## config.mk

```make
export PLATFORM = sky130hd
export DESIGN_NAME = lkc_ctrl
export DESIGN_NICKNAME = d
export VERILOG_FILES = /design/src/design/lkc_pkg.sv /design/src/design/lkc_ctrl.sv
export SDC_FILE = /design/constraint.sdc
export NUM_CORES = 1
export LEC_CHECK = 0
export ABC_CLOCK_PERIOD_IN_PS = 1560
export BUFFER_PORTS_ARGS = -buffer_cell sky130_fd_sc_hd__buf_2
export CORE_AREA = 2 2 39 41
export DETAILED_ROUTE_END_ITERATION = 10
export DIE_AREA = 0 0 41 43
export GPL_ROUTABILITY_DRIVEN = 0
export PLACE_DENSITY = 0.38
export SLEW_MARGIN = 20
export SYNTH_ARGS = -nofsm -noshare
export SYNTH_HDL_FRONTEND = slang
export SYNTH_SLANG_ARGS = --single-unit
```

## constraint.sdc

```tcl
create_clock -name clk -period 1.56 [get_ports clk]
set_input_delay 0.156 -clock clk [delete_from_list [all_inputs] [get_ports clk]]
set_output_delay 0.156 -clock clk [all_outputs]
set_load 0.1 [all_outputs]
```

## src/design/lkc_pkg.sv

```systemverilog
// ----------------------------------------------------------------------------
// lkc_pkg
// types and constants shared by the keyed cache modules
// ----------------------------------------------------------------------------
package lkc_pkg;
	localparam int NUM_INSTANCES = 4;
	localparam int ENTRIES_PER_INSTANCE = 512;
	localparam int TOTAL_ENTRIES = NUM_INSTANCES * ENTRIES_PER_INSTANCE;
	localparam int SLOT_W = (NUM_INSTANCES > 1) ? $clog2(NUM_INSTANCES) : 1;
	localparam int OFS_W = $clog2(ENTRIES_PER_INSTANCE);
	localparam int ADDR_W = $clog2(TOTAL_ENTRIES);
	localparam int CNT_W = OFS_W + 1;
	localparam logic [30:0] ID_TOP = 31'h7FFF_FFFF;

	localparam logic [2:0] FUNC_FIND = 3'd0;
	localparam logic [2:0] FUNC_STORE = 3'd1;
	localparam logic [2:0] FUNC_RESERVE = 3'd2;
	localparam logic [2:0] FUNC_CLEAR = 3'd3;
	localparam logic [2:0] FUNC_CLEAR_ALL = 3'd4;

	localparam logic [1:0] ST_OK = 2'd0;
	localparam logic [1:0] ST_NULL = 2'd1;
	localparam logic [1:0] ST_NO_SLOT = 2'd2;

	typedef struct packed {
		logic [2:0] func;
		logic [63:0] instance_key;
		logic [63:0] text_key;
		logic [31:0] value_handle;
		logic need_fill;
		logic need_stroke;
	} req_t;

	typedef struct packed {
		logic hit;
		logic [31:0] result_handle;
		logic [30:0] fill_id;
		logic [30:0] stroke_id;
		logic [1:0] status;
	} rsp_t;

	typedef enum logic [2:0] {
		S_IDLE,
		S_DECODE,
		S_SCAN,
		S_SCAN_END,
		S_WRITE,
		S_DONE
	} state_t;

	// controller to datapath
	typedef struct packed {
		logic load;      // capture request
		logic decode;    // resolve slot, handle simple ops
		logic scan_init; // reset scan counter and trackers
		logic scan_step; // issue one entry read
		logic commit;    // apply store/touch at chosen entry
		logic finish;    // drive result strobe
	} cmd_t;

	// datapath to controller
	typedef struct packed {
		logic need_scan; // decoded op needs region scan
		logic scan_last; // last read issued
		logic need_write;
	} sts_t;
endpackage

```

## src/design/lkc_ctrl.sv

```systemverilog
// ----------------------------------------------------------------------------
// lkc_ctrl
// sequencer for request decode, region scan and commit
// ----------------------------------------------------------------------------
module lkc_ctrl (
	input logic clk,
	input logic arst_n,
	input logic start,
	input lkc_pkg::sts_t sts,
	output lkc_pkg::cmd_t cmd,
	output logic busy
);
	import lkc_pkg::*;

	state_t state_q, state_nx;

	always_ff @(posedge clk or negedge arst_n) begin
		if (!arst_n) state_q <= S_IDLE;
		else state_q <= state_nx;
	end

	always_comb begin
		state_nx = state_q;
		unique case (state_q)
			S_IDLE: if (start) state_nx = S_DECODE;
			S_DECODE: state_nx = sts.need_scan ? S_SCAN : S_DONE;
			S_SCAN: if (sts.scan_last) state_nx = S_SCAN_END;
			S_SCAN_END: state_nx = sts.need_write ? S_WRITE : S_DONE;
			S_WRITE: state_nx = S_DONE;
			S_DONE: state_nx = S_IDLE;
			default: state_nx = S_IDLE;
		endcase
	end

	always_comb begin
		cmd = '0;
		busy = 1'b1;
		unique case (state_q)
			S_IDLE: begin
				busy = 1'b0;
				cmd.load = start;
			end
			S_DECODE: begin
				cmd.decode = 1'b1;
				cmd.scan_init = 1'b1;
			end
			S_SCAN: cmd.scan_step = 1'b1;
			S_SCAN_END: ;
			S_WRITE: cmd.commit = 1'b1;
			S_DONE: cmd.finish = 1'b1;
			default: ;
		endcase
	end
endmodule

```

==> results.py <==
metrics = {
    "status": {
        "status": "complete, no violations",
    },
    "final_layout": {
        "syn_to_final_growth_pct": 121.0,
        "post_layout_util_pct": 36.17,
        "multi_input_comb_area_um2": 170.2,
        "reg.largest.list": "state_q x3",
        "final_cell_area_um2": 500.5,
        "largest_register_ffs": 3,
        "layout.filler_cells": 142,
        "drive_gt1_share_pct": 62.22,
        "regMostFlops": "state_q",
        "design.final.nets": 52,
        "register_area_um2": 76.32,
        "num_antenna_cells": 0,
    },
    "detailed_routing": {
        "via_count": 258,
        "vias_per_cell": 4.230,
        "drt_drc_violations_left": 0,
        "route.antenna.remaining_nets": 0,
        "wl_per_cell_um": 9.639,
        "drt_pass1_iterations": 2,
        "routed_wirelength_um": 588,
        "detailedRoute.firstIterationViolations": 5,
    },
    "setup_path": {
        "critical_path.max_fanout": 7,
        "cp-start-kind": "flip-flop",
        "end_kind": "primary output",
        "worst_path_required_time_ns": 1.40,
        "rrSetupSlack_ns": 0.36,
        "timing.critical_path.arrival_ns": 1.36,
        "critical_path_class": "flip-flop to primary output",
    },
    "clock_network": {
        "clkLatencyLatePin_ns": 0.24,
        "clock_tree_from_tritoncts": "yes",
        "clk_pin_slew_ns": 0.04,
        "numCtsBuffers": 3,
        "htreeDepth": 1,
        "clock_sinks": 3,
        "clock-root-buffer": "clkbuf_4",
        "cts-root-to-sink-buffers": 2,
    },
    "job": {
        "max-cap-violations": 0,
    },
    "floorplanning": {
        "io-pin-count": 13,
        "std_cell_rows": 14,
        "die-width_um": 41,
        "initial_core_utilization_pct": 16.37,
        "die_area_mm2": 0.001763,
        "design.core.area_mm2": 0.001384,
        "die_h_um": 43,
    },
    "yosys": {
        "netlist_instances": 26,
        "post_synth_fa_ha_maj_area_fraction_pct": 0,
        "syn_avg_cell_area_um2": 8.710,
        "synth.cell_area_um2": 226.5,
        "netlist-cell-type-count": 18,
        "yosys_register_bits": 3,
        "largest_family_of_logic_cells_by_synthesized_area": "simple AND/OR/NAND/NOR gates",
        "synthesis.yosys.warnings": 0,
        "synth.net_count": 32,
        "synth-compound-area-share_pct": 22.10,
        "post_synthesis_share_of_cell_area_spent_on_xor_and_xnor_gates_pct": 0,
        "synth-simple-area-share_pct": 31.49,
        "post_synth_mux_area_share_pct": 0,
        "yosysSeqAreaShare_pct": 33.15,
    },
    "sta": {
        "finalCritPeriodShare_pct": 97.22,
        "worst_slack_ns": 0.04335,
        "finalMaxSlewViolations": 0,
        "timing.clock.skew_ns": 0.0004686,
        "finalHoldViolations": 0,
        "timing_worst_slew_pin_value_ns": 0.2744,
        "shortest_clock_period_the_worst_path_allows_after_layout_ns": 1.517,
        "clock.fmax_mhz": 659.3,
        "final_count_of_negative_setup_slack_endpoints": 0,
        "worst_max_slew_margin_expressed_relative_to_the_limit_pct": 81.69,
    },
    "place": {
        "place_ws_ns": 0.2395,
        "port-buffer-count": 12,
        "dp_hpwl_um": 440.5,
        "placedInstanceArea_um2": 432.9,
    },
    "global_route": {
        "antenna_found_initial": 0,
        "grt_overflow_total": 0,
        "grt_start_max_net_pins": 11,
        "grt.total_usage_pct": 8.056,
        "wire_length_of_the_first_global_routing_pass_um": 924,
        "first_global_vias": 246,
    },
    "worst_hold_path": {
        "min_path_type": "input port to flip-flop",
    },
}
==> synthesized netlist by cell type <==
master | instances | share of area (%)
or2b_1 | 2 | 6.6
nand3b_1 | 1 | 3.3
buf_4 | 1 | 3.3
o221a_1 | 1 | 5.0
nor3_1 | 1 | 2.2
a31o_2 | 1 | 3.9
buf_6 | 1 | 5.0
clkbuf_1 | 1 | 1.7
a21oi_1 | 2 | 4.4
nor3b_1 | 2 | 6.6
dfrtp_1 | 3 | 33
inv_1 | 2 | 3.3
nor2_1 | 3 | 5.0
nand2b_1 | 1 | 2.8
o21a_1 | 1 | 3.3
o21bai_1 | 1 | 3.3
or3_4 | 1 | 5.0
o21ai_0 | 1 | 2.2
==> worst max-delay path, cell delays in order (launching register included) <==
cell and delay [ns]:
dfrtp_2 0.45, or3_4 0.37, nor2_4 0.11, buf_12 0.18
==> final timing paths <==
path                            start         end  cells after the start
max                        state_q[2]      cmd[5]                      3
min                            sts[2]  state_q[1]                      3
max reg2reg                state_q[2]  state_q[0]                      2
min reg2reg                state_q[2]  state_q[1]                      1
max in group asynchronous      arst_n  state_q[2]                      2
min in group asynchronous      arst_n  state_q[2]                      2
==> layout make-up <==
type	count	share of cell area [%]
Sequential cell	3	15.25
Multi-Input combinational cell	18	34.00
Clock buffer	4	5.250
Inverter	2	1.500
Timing Repair Buffer	18	40.00
Tap cell	16	4.000
==> cells by family (layout without fill, tap and decap cells) <==
kind of cell,after synthesis,count (layout)
and+or+nand+nor,11,11
DFF,3,3
buffers and inverters,5,24
AOI/OAI and AO/OA,7,7
==> cell usage in the layout, fill, tap and decap left out <==
cell / synthesis / final
buf_4: 1 / 6
buf_12: 0 / 6
buf_2: 0 / 5
clkbuf_4: 0 / 3
inv_1: 2 / 2
or2b_1: 2 / 2
nor2_4: 0 / 2
nor3b_4: 0 / 2
a21oi_1: 2 / 2
dfrtp_1: 3 / 2
nor3_4: 0 / 1
or3_4: 1 / 1
o21a_1: 1 / 1
nor2_1: 3 / 1
o21bai_1: 1 / 1
o21ai_0: 1 / 1
o221a_1: 1 / 1
nand2b_1: 1 / 1
a31o_2: 1 / 1
nand3b_1: 1 / 1
clkbuf_1: 1 / 1
dlygate4sd3_1: 0 / 1
dfrtp_2: 0 / 1
==> layer usage <==
layer  share of wire [%]  GRT usage [%]
met1                  37          8.442
met2                  55          12.19
met3                 6.3          3.141
met4                 1.4          6.000
met5                   0              0
==> timing repair <==
action	in CTS	in global routing
gates resized for setup	2	1
hold buffers	1	0
hold endpoints to repair	3	0
buffers inserted	0	3
endpoints found under the setup margin	2	2
==> stage by stage <==
step           cells  setup TNS (ns)  hold slack, ns
5_1_grt           61        -0.01884          0.2185
3_3_place_gp      53               0        -0.04694
4_1_cts           58               0          0.2118
6_report          61               0          0.2149
2_1_floorplan     26         -0.8452         -0.1396
3_5_place_dp      53               0        -0.04500
Power is left out: the tool's default activity adds up to more than one toggle a clock period on the data nets, which glitch-free logic cannot reach.
